--- src/rtl/psc_pkg.sv ---
package psc_pkg;

	// register file
	localparam int CFG_IDX_W  = 3;
	localparam int CFG_DATA_W = 16;

	localparam logic [CFG_IDX_W-1:0] REG_POT_MIN    = 3'd0;
	localparam logic [CFG_IDX_W-1:0] REG_POT_MAX    = 3'd1;
	localparam logic [CFG_IDX_W-1:0] REG_POT_MID    = 3'd2;
	localparam logic [CFG_IDX_W-1:0] REG_DEADBAND   = 3'd3;
	localparam logic [CFG_IDX_W-1:0] REG_TOP_SPEED  = 3'd4;
	localparam logic [CFG_IDX_W-1:0] REG_CHANGE_THR = 3'd5;
	localparam logic [CFG_IDX_W-1:0] REG_MIN_INTVL  = 3'd6;
	localparam logic [CFG_IDX_W-1:0] REG_MOVE_THR   = 3'd7;

	localparam logic [11:0] RST_POT_MIN    = 12'd0;
	localparam logic [11:0] RST_POT_MAX    = 12'd4095;
	localparam logic [11:0] RST_POT_MID    = 12'd2048;
	localparam logic [10:0] RST_DEADBAND   = 11'd307;
	localparam logic [6:0]  RST_TOP_SPEED  = 7'd100;
	localparam logic [7:0]  RST_CHANGE_THR = 8'd3;
	localparam logic [15:0] RST_MIN_INTVL  = 16'd200;
	localparam logic [11:0] RST_MOVE_THR   = 12'd50;

	// command direction codes
	localparam logic [1:0] DIR_STOP = 2'd0;
	localparam logic [1:0] DIR_FWD  = 2'd1;
	localparam logic [1:0] DIR_BWD  = 2'd2;

	typedef struct packed {
		logic [11:0] pot_min;
		logic [11:0] pot_max;
		logic [11:0] pot_mid;
		logic [10:0] deadband;
		logic [6:0]  top_speed;
		logic [7:0]  change_threshold;
		logic [15:0] min_interval_ms;
		logic [11:0] move_threshold;
	} cfg_t;

	// controller -> datapath
	typedef struct packed {
		logic capture;  // take the input word
		logic prep;     // select map side, load divider
		logic step;     // one restoring divide step
		logic commit;   // finish speed, decide, update state, load output
	} cmd_t;

endpackage

--- src/rtl/psc_ctrl.sv ---
module psc_ctrl #(
	parameter int DIV_STEPS = 20
) (
	input  logic         clk,
	input  logic         arst_n,
	input  logic         in_valid,
	output logic         in_ready,
	output logic         out_valid,
	input  logic         out_ready,
	output psc_pkg::cmd_t cmd
);

	localparam int CW = $clog2(DIV_STEPS);
	localparam logic [CW-1:0] CNT_LAST = CW'(DIV_STEPS - 1);

	typedef enum logic [1:0] {S_IDLE, S_PREP, S_DIV, S_FIN} state_t;

	state_t        state_q;
	logic [CW-1:0] cnt_q;
	logic          out_valid_q;

	assign in_ready  = (state_q == S_IDLE);
	assign out_valid = out_valid_q;

	always_comb begin
		cmd.capture = in_valid && (state_q == S_IDLE);
		cmd.prep    = (state_q == S_PREP);
		cmd.step    = (state_q == S_DIV);
		cmd.commit  = (state_q == S_FIN) && (!out_valid_q || out_ready);
	end

	always_ff @(posedge clk or negedge arst_n) begin
		if (!arst_n) begin
			state_q     <= S_IDLE;
			cnt_q       <= '0;
			out_valid_q <= 1'b0;
		end else begin
			// a new result replaces the one taken in the same cycle
			if (cmd.commit)
				out_valid_q <= 1'b1;
			else if (out_valid_q && out_ready)
				out_valid_q <= 1'b0;
			case (state_q)
				S_IDLE: begin
					if (in_valid)
						state_q <= S_PREP;
				end
				S_PREP: begin
					cnt_q   <= '0;
					state_q <= S_DIV;
				end
				S_DIV: begin
					cnt_q <= cnt_q + 1'b1;
					if (cnt_q == CNT_LAST)
						state_q <= S_FIN;
				end
				S_FIN: begin
					if (!out_valid_q || out_ready)
						state_q <= S_IDLE;
				end
				default: state_q <= S_IDLE;
			endcase
		end
	end

endmodule

--- src/rtl/psc_dp.sv ---
module psc_dp #(
	parameter int SAMPLE_BITS = 12
) (
	input  logic                   clk,
	input  logic                   arst_n,
	input  psc_pkg::cmd_t          cmd,
	input  psc_pkg::cfg_t          cfg,
	input  logic [SAMPLE_BITS-1:0] in_sample,
	input  logic [31:0]            in_now,
	input  logic                   in_stop,
	output logic                   out_send,
	output logic [1:0]             out_dir,
	output logic [6:0]             out_mag,
	output logic                   out_moved
);

	localparam int MW = (SAMPLE_BITS > 12) ? SAMPLE_BITS : 12;
	localparam int XW = MW + 2;        // signed span arithmetic
	localparam int NB = XW - 1 + 7;    // numerator / quotient bits

	// captured word
	logic [SAMPLE_BITS-1:0] sample_q;
	logic [31:0]            now_q;
	logic                   stop_q;

	// divider
	logic          fwd_q, act_q, qneg_q, den_zero_q;
	logic [XW-2:0] den_q;
	logic [XW-2:0] rem_q;
	logic [NB-1:0] quo_q;

	// persistent state
	logic signed [7:0]      last_speed_q;
	logic [31:0]            last_time_q;
	logic [SAMPLE_BITS-1:0] baseline_q;
	logic                   loaded_q;

	// output word
	logic       send_q, moved_q;
	logic [1:0] dir_q;
	logic [6:0] mag_q;

	// ---- side select and numerator
	logic signed [XW-1:0] raw_s, pmin_s, pmax_s, lo_s, hi_s, dx_s, dx_neg, den_s, den_neg;
	logic                 fwd, bwd;
	logic [XW-2:0]        dx_mag, den_mag;
	logic [NB-1:0]        num_mag;

	always_comb begin
		raw_s   = $signed({{(XW-SAMPLE_BITS){1'b0}}, sample_q});
		pmin_s  = $signed({{(XW-12){1'b0}}, cfg.pot_min});
		pmax_s  = $signed({{(XW-12){1'b0}}, cfg.pot_max});
		lo_s    = $signed({{(XW-12){1'b0}}, cfg.pot_mid}) - $signed({{(XW-11){1'b0}}, cfg.deadband});
		hi_s    = $signed({{(XW-12){1'b0}}, cfg.pot_mid}) + $signed({{(XW-11){1'b0}}, cfg.deadband});
		fwd     = raw_s < lo_s;
		bwd     = raw_s > hi_s;
		dx_s    = fwd ? (raw_s - pmin_s) : (raw_s - hi_s);
		den_s   = fwd ? (lo_s - pmin_s) : (pmax_s - hi_s);
		dx_neg  = -dx_s;
		den_neg = -den_s;
		dx_mag  = dx_s[XW-1] ? dx_neg[XW-2:0] : dx_s[XW-2:0];
		den_mag = den_s[XW-1] ? den_neg[XW-2:0] : den_s[XW-2:0];
		num_mag = NB'(dx_mag) * NB'(cfg.top_speed);
	end

	// ---- restoring divide step
	logic [XW-1:0] sh, sh_sub;
	logic          ge;

	always_comb begin
		sh     = {rem_q, quo_q[NB-1]};
		ge     = sh >= {1'b0, den_q};
		sh_sub = sh - {1'b0, den_q};
	end

	// ---- finish: speed, decision, movement
	logic signed [NB:0]   qpos, qv;
	logic signed [NB+1:0] sw, smax_w;
	logic signed [7:0]    speed, last_eff, speed_neg;
	logic signed [8:0]    dsp, dsp_neg;
	logic [8:0]           dabs;
	logic [31:0]          elapsed;
	logic                 trans, send;
	logic [1:0]           dir;
	logic [6:0]           mag;
	logic [MW-1:0]        s_ext, b_ext, dmove;
	logic                 mv;

	always_comb begin
		qpos = $signed({1'b0, quo_q});
		qv   = qneg_q ? -qpos : qpos;
		if (!act_q || den_zero_q)
			qv = '0;
		smax_w = $signed({{(NB-5){1'b0}}, cfg.top_speed});
		sw     = $signed({qv[NB], qv}) + (fwd_q ? smax_w : '0);
		if (sw > smax_w)
			speed = $signed({1'b0, cfg.top_speed});
		else if (sw < -smax_w)
			speed = -$signed({1'b0, cfg.top_speed});
		else
			speed = sw[7:0];

		last_eff = stop_q ? 8'sd0 : last_speed_q;
		dsp      = $signed({speed[7], speed}) - $signed({last_eff[7], last_eff});
		dsp_neg  = -dsp;
		dabs     = dsp[8] ? dsp_neg : dsp;
		trans    = (speed == 8'sd0) != (last_eff == 8'sd0);
		elapsed  = now_q - last_time_q;
		send     = trans || ((dabs >= {1'b0, cfg.change_threshold})
			&& (elapsed >= {16'd0, cfg.min_interval_ms}));

		speed_neg = -speed;
		dir = psc_pkg::DIR_STOP;
		mag = '0;
		if (send && speed > 8'sd0) begin
			dir = psc_pkg::DIR_FWD;
			mag = speed[6:0];
		end else if (send && speed < 8'sd0) begin
			dir = psc_pkg::DIR_BWD;
			mag = speed_neg[6:0];
		end

		s_ext = MW'(sample_q);
		b_ext = MW'(baseline_q);
		dmove = (s_ext > b_ext) ? (s_ext - b_ext) : (b_ext - s_ext);
		mv    = loaded_q && (dmove > MW'(cfg.move_threshold));
	end

	// payload registers
	always_ff @(posedge clk) begin
		if (cmd.capture) begin
			sample_q <= in_sample;
			now_q    <= in_now;
			stop_q   <= in_stop;
		end
		if (cmd.prep) begin
			fwd_q      <= fwd;
			act_q      <= fwd || bwd;
			qneg_q     <= !dx_s[XW-1] ^ den_s[XW-1];
			den_zero_q <= (den_mag == '0);
			den_q      <= den_mag;
			rem_q      <= '0;
			quo_q      <= num_mag;
		end
		if (cmd.step) begin
			rem_q <= ge ? sh_sub[XW-2:0] : sh[XW-2:0];
			quo_q <= {quo_q[NB-2:0], ge};
		end
		if (cmd.commit) begin
			send_q  <= send;
			dir_q   <= dir;
			mag_q   <= mag;
			moved_q <= mv;
		end
	end

	// state carried from word to word
	always_ff @(posedge clk or negedge arst_n) begin
		if (!arst_n) begin
			last_speed_q <= '0;
			last_time_q  <= '0;
			baseline_q   <= '0;
			loaded_q     <= 1'b0;
		end else if (cmd.commit) begin
			if (send) begin
				last_speed_q <= speed;
				last_time_q  <= now_q;
			end else if (stop_q) begin
				last_speed_q <= '0;
			end
			if (!loaded_q || mv)
				baseline_q <= sample_q;
			loaded_q <= 1'b1;
		end
	end

	assign out_send  = send_q;
	assign out_dir   = dir_q;
	assign out_mag   = mag_q;
	assign out_moved = moved_q;

endmodule

--- src/rtl/pot_speed_command_limiter_top.sv ---
// channel | signals                                   | accepted when
// --------+-------------------------------------------+----------------------
// cfg     | cfg_we, cfg_index[2:0], cfg_data[15:0]     | cfg_we high
// in      | in_valid/in_ready, pot_sample, now_ms,     | in_valid & in_ready
//         | stop_event                                 |
// out     | out_valid/out_ready, send_cmd, direction,  | out_valid & out_ready
//         | magnitude, moved                           |
//
// A word is taken while idle; its result comes after a setup step, the restoring
// divider at one quotient bit per cycle (max(SAMPLE_BITS,12)+8 steps) and a
// finish step that loads the output register.
// The divider is the limit: the next word is taken only once the block is back in
// idle after the finish. A new word may be accepted while a result waits; the
// finish stage holds until the output register frees.
// Reset is asynchronous, active low; config writes are expected only while idle.
module pot_speed_command_limiter_top #(
	parameter int SAMPLE_BITS = 12
) (
	input  logic                            clk,
	input  logic                            arst_n,
	// configuration
	input  logic                            cfg_we,
	input  logic [psc_pkg::CFG_IDX_W-1:0]   cfg_index,
	input  logic [psc_pkg::CFG_DATA_W-1:0]  cfg_data,
	// input words
	input  logic                            in_valid,
	output logic                            in_ready,
	input  logic [SAMPLE_BITS-1:0]          pot_sample,
	input  logic [31:0]                     now_ms,
	input  logic                            stop_event,
	// result words
	output logic                            out_valid,
	input  logic                            out_ready,
	output logic                            send_cmd,
	output logic [1:0]                      direction,
	output logic [6:0]                      magnitude,
	output logic                            moved
);

	localparam int MW        = (SAMPLE_BITS > 12) ? SAMPLE_BITS : 12;
	localparam int DIV_STEPS = MW + 8;

	psc_pkg::cfg_t cfg_q;
	psc_pkg::cmd_t cmd;

	// register file, write-only
	always_ff @(posedge clk or negedge arst_n) begin
		if (!arst_n) begin
			cfg_q.pot_min          <= psc_pkg::RST_POT_MIN;
			cfg_q.pot_max          <= psc_pkg::RST_POT_MAX;
			cfg_q.pot_mid          <= psc_pkg::RST_POT_MID;
			cfg_q.deadband         <= psc_pkg::RST_DEADBAND;
			cfg_q.top_speed        <= psc_pkg::RST_TOP_SPEED;
			cfg_q.change_threshold <= psc_pkg::RST_CHANGE_THR;
			cfg_q.min_interval_ms  <= psc_pkg::RST_MIN_INTVL;
			cfg_q.move_threshold   <= psc_pkg::RST_MOVE_THR;
		end else if (cfg_we) begin
			case (cfg_index)
				psc_pkg::REG_POT_MIN:    cfg_q.pot_min          <= cfg_data[11:0];
				psc_pkg::REG_POT_MAX:    cfg_q.pot_max          <= cfg_data[11:0];
				psc_pkg::REG_POT_MID:    cfg_q.pot_mid          <= cfg_data[11:0];
				psc_pkg::REG_DEADBAND:   cfg_q.deadband         <= cfg_data[10:0];
				psc_pkg::REG_TOP_SPEED:  cfg_q.top_speed        <= cfg_data[6:0];
				psc_pkg::REG_CHANGE_THR: cfg_q.change_threshold <= cfg_data[7:0];
				psc_pkg::REG_MIN_INTVL:  cfg_q.min_interval_ms  <= cfg_data[15:0];
				psc_pkg::REG_MOVE_THR:   cfg_q.move_threshold   <= cfg_data[11:0];
				default: ;
			endcase
		end
	end

	psc_ctrl #(
		.DIV_STEPS(DIV_STEPS)
	) u_ctrl (
		.clk       (clk),
		.arst_n    (arst_n),
		.in_valid  (in_valid),
		.in_ready  (in_ready),
		.out_valid (out_valid),
		.out_ready (out_ready),
		.cmd       (cmd)
	);

	psc_dp #(
		.SAMPLE_BITS(SAMPLE_BITS)
	) u_dp (
		.clk       (clk),
		.arst_n    (arst_n),
		.cmd       (cmd),
		.cfg       (cfg_q),
		.in_sample (pot_sample),
		.in_now    (now_ms),
		.in_stop   (stop_event),
		.out_send  (send_cmd),
		.out_dir   (direction),
		.out_mag   (magnitude),
		.out_moved (moved)
	);

endmodule

--- config.mk ---
export PLATFORM = sky130hd
export DESIGN_NAME = pot_speed_command_limiter_top
export DESIGN_NICKNAME = d
export VERILOG_FILES = /design/src/rtl/psc_pkg.sv /design/src/rtl/psc_ctrl.sv /design/src/rtl/psc_dp.sv /design/src/rtl/pot_speed_command_limiter_top.sv
export SDC_FILE = /design/constraint.sdc
export NUM_CORES = 1
export LEC_CHECK = 0
export ABC_AREA = 0
export BUFFER_PORTS_ARGS = -buffer_cell sky130_fd_sc_hd__clkbuf_2
export CORE_UTILIZATION = 35
export CTS_BUF_LIST = sky130_fd_sc_hd__clkbuf_4
export CTS_CLUSTER_DIAMETER = 120
export DETAILED_ROUTE_END_ITERATION = 10
export PLACE_DENSITY_LB_ADDON = 0.12
export SLEW_MARGIN = 20
export SYNTH_ARGS = -nofsm -noshare
export SYNTH_HDL_FRONTEND = slang
export SYNTH_SLANG_ARGS = --single-unit
--- constraint.sdc ---
create_clock -name clk -period 9.2 [get_ports clk]
set_clock_uncertainty 0.2 [all_clocks]
set_input_delay 0.92 -clock clk [delete_from_list [all_inputs] [get_ports clk]]
set_output_delay 0.92 -clock clk [all_outputs]
set_load 0.005 [all_outputs]
* Word-level counts from Yosys, hierarchy flattened
Cells that the tools add are included.
Word-level totals: register bits after elaboration 257, memory bits (read-only) 0, input port bits 69, output and inout port bits 13, bits in writable memories 0, memories kept 0, bits in latches 0, logic and storage cells 139
Cells by class: add/sub/neg operators 20, equality and inequality tests 15, shifts and indexed selects 0, multiplexer cells 28, divide/modulo/power cells 0, magnitude comparators 11, $mul 1, reduce and logical (&&, ||, !) cells 34, bitwise operators 1
Operator list (count):
- $mux 13 | 5
- $mux 21 | 2
- $mux 20 | 2
- $ge 32x16->1 | 1
- $mux 8 | 4
- $sub 32x32->32 | 1
- $mux 14 | 2
- $sub 13x14->14 | 2
- $neg 13->13 | 2
- $gt 12x12->1 | 2
- $sub 12x12->12 | 2
- $add 22x22->22 | 1
- $gt 22x8->1 | 1
- $lt 22x22->1 | 1
- $neg 7->22 | 1
- $mux 7 | 3
- $neg 20->21 | 1
- $mul 13x7->20 | 1
- $reduce_and 2->1 | 10
- $logic_not 8->1 | 2
- $ge 14x13->1 | 1
- $gt 13x14->1 | 1
- $lt 13x14->1 | 1
- $sub 14x13->14 | 1
- 36 further kinds | 60

* Longest topological paths before layout
Gate-level depths: netlist (run 1).
word-level depth 16, mapped depth 52, mapped depth without buffers 51

* Cells and area by module
Synthesis (run 1) repeated with hierarchy kept, for this count alone.
Unflattened totals: cell total of the unflattened synthesis 2677, area, all modules 24735.0 sq um
Modules (own cells, without submodules):
- psc_dp | times used 1, seq. area each 4509.3 sq um, cells an instance 2432, area each 20716.1 sq um
- pot_speed_command_limiter_top | times used 1, seq. area each 2288.4 sq um, cells an instance 199, area each 3539.6 sq um
- psc_ctrl | times used 1, seq. area each 200.2 sq um, cells an instance 46, area each 479.2 sq um

* Least setup slack after synthesis (run 1)
Ideal clock, no wire load.
path kind register to register, start point register cfg_q[43] in the netlist's numbering, end point register u_dp.quo_q[19], data pin, setup slack -0.745 ns, arrival time 9.477 ns, period minus slack after synthesis 9.945 ns, cell stages (with the launch flop) 50, path buffers 3, setup time 0.268 ns, required time 8.732 ns, path through dfstp_2 > ha_1 > inv_1 > fa_1 > a21o_1 > a21oi_1 > o21bai_1 > a21oi_1 > o21bai_1 > a21oi_1 > o21bai_1 > a21oi_1 > xnor2_1 > inv_1 > ha_1 > nand3_1 > a21oi_1 > o31a_1 > (+14 left out) > fa_1 > inv_1 > ha_1 > inv_1 > o21bai_1 > a21oi_1 > o21bai_1 > a21oi_1 > o21bai_1 > a21oi_1 > o21bai_1 > a21oi_1 > o21bai_1 > a21oi_1 > o21ai_0 > o41ai_1 > xnor2_1 > o21ai_0
On the way: longest elaborated chain between the ends 8, elaborated cells between the ends (all ways) 10, classes of those cells 4 x add/sub; 1 x mul; 1 x order compare; 4 x mux
RTL lines:
- start, declared | RTL line pot_speed_command_limiter_top.sv:43 | psc_pkg::cfg_t cfg_q;
- $add 12x11->13 or $sub 12x11->13 (tied branches) | RTL line psc_dp.sv:54, psc_dp.sv:53
- $sub 13x14->14 or $lt 13x14->1 (tied branches) | RTL line psc_dp.sv:57, psc_dp.sv:55
- $mux 14 (*) | RTL line psc_dp.sv:57 | dx_s = fwd ? (raw_s - pmin_s) : (raw_s - hi_s);
- $neg 13->13 | RTL line psc_dp.sv:59 | dx_neg = -dx_s;
- $mux 13 (*) | RTL line psc_dp.sv:61 | dx_mag = dx_s[XW-1] ? dx_neg[XW-2:0] : dx_s[XW-2:0];
- $mul 13x7->20 (*) | RTL line psc_dp.sv:63 | num_mag = NB'(dx_mag) * NB'(cfg.top_speed);
- $mux 20 (*) | RTL line psc_dp.sv:136 | if (cmd.prep) begin
- $mux 20 (*) | RTL line psc_dp.sv:145 | if (cmd.step) begin
- end signal, assigned | RTL line psc_dp.sv:143 | quo_q <= num_mag;
- end signal, assigned | RTL line psc_dp.sv:147 | quo_q <= {quo_q[NB-2:0], ge};
- end, declared | RTL line psc_dp.sv:30 | logic [NB-1:0] quo_q;
Every way passes the cells marked *; elsewhere a longest branch is shown, timed or not. The select of a mux whose other input is x is not followed. A chain may end at the register's enable or synchronous reset.

* Final worst setup path (run 1)
start point register cfg_q[43] in the netlist's numbering, end point register u_dp.quo_q[18], data pin
The elaborated chain is that of the path after synthesis.

==> metrics.txt, run 1 <==
FF-to-FF path depth=45; layout cells sized above 1=23.7%; chip width=263 µm; achievable frequency=109 MHz; Layout fillers=6747; worst r2r src=cfg_q[43]; Clock Sinks=257; MaxCap Viol Count=0; most used cell, CP=a21oi_2; r2r endpoint=u_dp.quo_q[18]; cell row count=95; Final nets=3403; core region area=67300 µm²; dpl hpwl=51300 µm; PortBufs=81; worst-path fanout max=6; I/O pins=82; count leader, synth=inv_1; synth top area cells=ha_1 14%, edfxtp_1 13%, dfrtp_1 13%; Tmin final=9.17 ns; top_reg_cell synth=dfrtp_1; TritonRoute pass-1 iters=5; CTS Buf Count=74; status=finished clean; pre-CTS WS=-0.413 ns; Slew Viols, Final=0; # DRC=0; Vias/cell=5.10; Worst EP required=9.51 ns; Max stage delay on crit path=0.57 ns; via count=20000; Final Hold Fails=0; overall routing resource usage=19.0%; final wirelength=65900 µm; Least-Margin Pin Slew=1.03 ns; post-synth top area share=14.4%; first-pass GRT wire length=106000 µm; Hold WC Path Type=in -> reg; Die ar.=69300 µm²; Synth Cell Area=23900 µm²; CP Launch Type=register; Synth area leader=ha_1; endpoint type of the worst setup path=register; clock buffer depth=3; Initial Util=35.5%; CP startpoint=cfg_q[43]; Layout Utilization=43.1%; headroom to the max-slew limit=31.0%; antenna violations before repair=3; H-tree depth=3; Final WS setup=0.0293 ns; number of global-route vias before repair=20600; clk root buf=clkbuf_4; DIE HEIGHT=263 µm; Synth cell types=94; synthesis-to-finish area growth=21.4%; Antenna Nets Post-Route=0; Cells after Synth=2651; YS warnings=0; synth cell count leaders=312 x inv_1, 274 x ha_1, 265 x nand2_1, 156 x nor2_1, 156 x o21ai_0; crit path kind=reg -> reg; CTS tree=yes; r2r setup slk=0.03 ns; unrepaired setup endpoints after global routing=yes; FFs w/ async S/R, synth=58.8%; WL per Instance=16.8 µm; worst setup path end=u_dp.quo_q[18]; post-synthesis sequential area ratio=29.3%; RePlAce Congestion=0.872; largest net degree at the start of global routing=80; Setup-failing EPs final=0; clock latency on the worst-skew pair=0.82 ns; clock slew at reported path FFs=0.07 ns; Initial DRC Count=897; CP arrival=9.48 ns; final cycle utilization of the critical path=99.7%; global route overflow=0; Avg Cell Area, Syn=9.01 µm²; Slowest cell on crit path=fa_1; synthesized flop and latch total=257; number of synthesized flops with an enable pin=106; syn nets=3060
how the worst min path moves through the flow:
| stage | from | depth (start not counted) | endpoint |
|---|---|---|---|
| after global routing | pot_sample[6] | 1 | u_dp.s_ext[6] |
| after detailed placement | u_dp.loaded_q | 2 | u_dp.loaded_q |
| final | now_ms[7] | 1 | u_dp.now_q[7] |
| after global placement | u_dp.loaded_q | 2 | u_dp.loaded_q |
| after floorplan | u_dp.loaded_q | 2 | u_dp.loaded_q |
| after CTS | pot_sample[6] | 1 | u_dp.s_ext[6] |
cells by family (layout without fill, tap and decap cells):
group                      count (synthesis)  in the layout  share of synthesized area (%)
DFF                                      257            257                           29.3
muxes                                    118            118                           5.39
buffers and inverters                    390            794                           6.34
xor gates and xnor gates                 163            163                           5.98
other                                      0              5                              0
and+or+nand+nor                          769            770                           16.0
adders and majority gates                340            340                           19.9
AOI/OAI and AO/OA                        614            614                           17.1
critical path: cells and delay by family (launching register included):
kind                       cells  cell delay (ns)
buffers and inverters          4             0.20
and+or+nand+nor                6             1.01
xor gates and xnor gates       3             0.51
AOI/OAI and AO/OA             23             3.15
adders and majority gates      9             3.26
DFF                            1             0.55
layout make-up:
class                   instances  area [µm²]  area share (%)
flip-flops and latches        257        7000            24.2
inverters                     315        1190            4.10
clock inverters                22         139           0.479
well taps                     873        1090            3.77
multi-input cells            2005       16100            55.7
clock buffers                 116         871            3.01
diodes                          5        12.5          0.0432
repair buffers                341        2540            8.77
state kept, by name, indices dropped and copies added, names as in the netlist, 5 cells and up:
name and cells:
cfg_q 90, u_ctrl.cnt_q 5, u_dp.b_ext 12, u_dp.den_q 13, u_dp.last_speed_q 8, u_dp.last_time_q 32, u_dp.now_q 32, u_dp.out_mag 7
u_dp.quo_q 20, u_dp.rem_q 13, u_dp.s_ext 12
cells in the final DEF, fill, tap and decap left out, drive strengths merged, types with 11 or more instances in the layout:
| cell | instances |
|---|---|
| a21oi | 140 |
| o31ai | 11 |
| dfstp | 29 |
| o21a | 28 |
| o21bai | 38 |
| a21boi | 24 |
| o21ai | 159 |
| dlygate4sd3 | 24 |
| dfrtp | 122 |
| o22ai | 38 |
| o211ai | 11 |
| xor2 | 51 |
| nand3 | 30 |
| mux2i | 37 |
| edfxtp | 106 |
| a31oi | 22 |
| and2 | 39 |
| ha | 274 |
| nor2b | 53 |
| or3 | 21 |
| xnor2 | 112 |
| a21o | 54 |
| a211oi | 14 |
| mux2 | 81 |
| nor3 | 51 |
| or4 | 13 |
| nand4 | 27 |
| inv | 316 |
| nand2b | 41 |
| fa | 66 |
| nor4 | 18 |
| nor2 | 159 |
| clkbuf | 197 |
| buf | 236 |
| clkinv | 19 |
| and3 | 13 |
| nand2 | 265 |
metal layers:
layer	global-route usage, %	wire length (µm)
met1	24.7	30600
met2	32.1	31300
met3	2.89	2530
met4	6.10	1450
met5	0	12
stage by stage:
step	hold slack, ns	instance area [µm²]	TNS, ns	cells
floorplan	0.224	24000	0	2651
global placement	0.241	26700	-0.511	3725
detailed placement	0.250	26700	-3.87	3725
CTS	0.00894	28100	-0.0908	3897
global route	0.0139	29000	-2.52	3933
finish	0.105	29000	0	3934
timing repair:
| item | 4_1_cts | 5_1_grt |
|---|---|---|
| hold buffers | 24 | 0 |
| pin swaps | 14 | 55 |
| gates resized for setup | 20 | 132 |
| hold endpoints to repair | 61 | 0 |
| endpoints found under the setup margin | 54 | 58 |
| setup buffers | 10 | 30 |
| cloned | 0 | 2 |
Power of run 1 is left out: the tool's default activity adds up to more than one toggle a clock period on the data nets, which glitch-free logic cannot reach.
==> run 2: changes to the inputs <==
- ABC_AREA: 0 -> 1
- CORE_UTILIZATION: 35 -> 45
==> metrics.txt, run 2 <==
status=finished clean; clk root buf=clkbuf_4; number of synthesized flops with an enable pin=106 (unchanged); Vias/cell=5.04 (-1.1%); Final Hold Fails=0 (unchanged); Biggest register=cfg_q; # DRC=0 (unchanged); synthesized flop and latch total=257 (unchanged); most frequent cells in the layout=646 x nand2_1, 491 x inv_1, 263 x ha_1; synthesis-to-finish area growth=16.7%; DIE HEIGHT=229 µm (-13%); final hold slack=0.110 ns (+0.00441 ns); Final nets=3660 (+7.6%); chip width=229 µm (-13%); global route overflow=0 (unchanged); TritonRoute pass-1 iters=5 (unchanged); Slowest cell on crit path=dfstp_2; I/O pins=82 (unchanged); Clock Sinks=257 (unchanged); post-synthesis sequential area ratio=30.2% (+0.85 points); YS warnings=0 (unchanged); count leader, synth=nand2_1; number of global-route vias before repair=20100 (-2.4%); cell row count=82 (-14%); Avg Cell Area, Syn=7.78 µm² (-14%); CP arrival=9.22 ns (-0.26 ns); Initial Util=46.0% (+10 points); footprint of the multi-input gates=14500 µm² (-10%); CTS Buf Count=79 (+6.8%); syn nets=3391 (+11%); Layout fillers=4942 (-27%); Hold WC Path Type=in -> reg; final wirelength=58400 µm (-11%); clock buffer depth=3 (unchanged); PortBufs=81 (unchanged); antenna violations before repair=2 (-1); r2r setup slk=0.31 ns (+0.28 ns); synth cell count leaders=654 x nand2_1, 508 x inv_1, 274 x ha_1, 227 x o21ai_0, 195 x a21oi_1; unrepaired setup endpoints after global routing=yes; Worst EP required=9.53 ns (+0.02 ns); endpoint type of the worst setup path=register; CTS tree=yes; top_reg_cell synth=dfrtp_1; first-pass GRT wire length=97600 µm (-8.3%); crit path kind=reg -> reg; largest net degree at the start of global routing=62 (-23%); Synth area leader=ha_1; commonest non-fill, non-tap cell in the layout=nand2_1; Synth Cell Area=23200 µm² (-2.8%); Setup-failing EPs final=0 (unchanged); max reg flops=90 (unchanged); Top Registers=cfg_q (90), u_dp.last_time_q (32), u_dp.now_q (32); Initial DRC Count=926 (+3.2%); Synth cell types=59 (-37%); Max stage delay on crit path=0.54 ns (-0.03 ns); core region area=50500 µm² (-25%); overall routing resource usage=22.7% (+3.8 points); layout cells sized above 1=16.7% (-7.0 points); WL per Instance=14.6 µm (-13%); via count=20100 (+0.25%); dpl hpwl=45800 µm (-11%); Least-Margin Pin Slew=0.902 ns (-0.129 ns); Cells after Synth=2982 (+12%); RePlAce Congestion=0.873 (+0.13%); clock latency on the worst-skew pair=0.81 ns (about the same); MaxCap Viol Count=0 (unchanged); Layout Utilization=53.6% (+11 points); Final WS setup=0.313 ns (+0.284 ns); H-tree depth=3 (unchanged); headroom to the max-slew limit=39.1% (+8.1 points); Antenna Nets Post-Route=0 (unchanged); storage element area=7000 µm² (unchanged); final cycle utilization of the critical path=96.6% (-3.1 points); achievable frequency=113 MHz (+3.2%); pre-CTS WS=-0.486 ns (-0.0727 ns); most used cell, CP=nor2_1; Slew Viols, Final=0 (unchanged); Die ar.=52500 µm² (-24%); clock slew at reported path FFs=0.06 ns (about the same); synth top area cells=ha_1 15%, edfxtp_1 14%, dfrtp_1 13%; Tmin final=8.89 ns (-0.284 ns); post-synth top area share=14.8% (+0.42 points); CP Launch Type=register; worst-path fanout max=9 (+3); FFs w/ async S/R, synth=58.8% (unchanged)
run 2: changes by cell type after synthesis, moves of 20 or more:
cell | previous run | this run
a21boi_0 | 24 | 4
a21o_1 | 54 | 10
a21oi_1 | 140 | 195
and2_1 | 38 | 10
inv_1 | 312 | 508
mux2_2 | 80 | 0
mux2i_1 | 37 | 3
nand2_1 | 265 | 654
nand2b_1 | 41 | 0
nand3_1 | 30 | 142
nor2b_1 | 53 | 0
o21ai_0 | 156 | 227
xnor2_1 | 112 | 36
xor2_1 | 51 | 124
run 2: timing repair:
item	in CTS	in global routing
pin swaps	10	55
setup buffers	12	18
endpoints found under the hold margin	51	0
setup endpoints to repair	5	57
hold buffers	19	0
gates resized for setup	37	100
run 2: cell families (layout without fill, tap and decap cells):
group,after synthesis,in the layout,synth area share [%]
AND/OR/NAND/NOR,1110,1110,20.8
multiplexers,3,3,0.129
adder cells (fa/ha/maj),340,340,20.5
flip-flops,257,257,30.2
other,0,1,0
AO/OA/AOI/OAI,531,531,12.7
XOR/XNOR,161,161,6.16
buffers and inverters,580,913,9.57
run 2: worst max-delay path: cells and delay by family (launching register included):
kind	cells	cell delay, ns
AO/OA/AOI/OAI	11	1.26
AND/OR/NAND/NOR	19	1.76
flip-flops	1	0.54
adder cells (fa/ha/maj)	7	3.08
XOR/XNOR	3	0.55
buffers and inverters	11	1.23
run 2: per-stage QoR:
step                area (µm²)  instances  TNS, ns
floorplan                23200       2982        0
global placement         25100       3793   -0.298
detailed placement       25100       3793    -1.42
CTS                      26500       3969        0
global route             27100       3988   -0.576
finish                   27100       3988        0
run 2: final cells by class:
cell class	instances	share of cell area, %
well taps	672	3.11
clock buffers	112	3.11
clock inverters	33	0.721
multi-input cells	2145	53.5
flip-flops and latches	257	25.9
inverters	520	7.22
repair buffers	248	6.47
diodes	1	0.00925
run 2: routing by layer:
| layer | vias to the layer above | global-route usage (%) | wire length, µm |
|---|---|---|---|
| met5 | - | 0 | 13 |
| met4 | 2 | 6.83 | 1150 |
| met3 | 85 | 3.30 | 2200 |
| met2 | 322 | 38.4 | 27400 |
| met1 | 9378 | 30.0 | 27600 |
| li1 | 10300 | - | - |
run 2: final timing paths:
path / from / end / depth (start not counted)
worst max-delay path: cfg_q[44] / u_dp.quo_q[19] / 51
worst min-delay path: now_ms[29] / u_dp.now_q[29] / 1
worst max register to register: cfg_q[44] / u_dp.quo_q[19] / 51
worst min register to register: u_dp.last_time_q[24] / u_dp.last_time_q[24] / 2
max in group asynchronous: arst_n / u_dp.last_speed_q[0] / 4
min in group asynchronous: arst_n / u_ctrl.state_q[0] / 2
Power of run 2 is left out for the same reason.
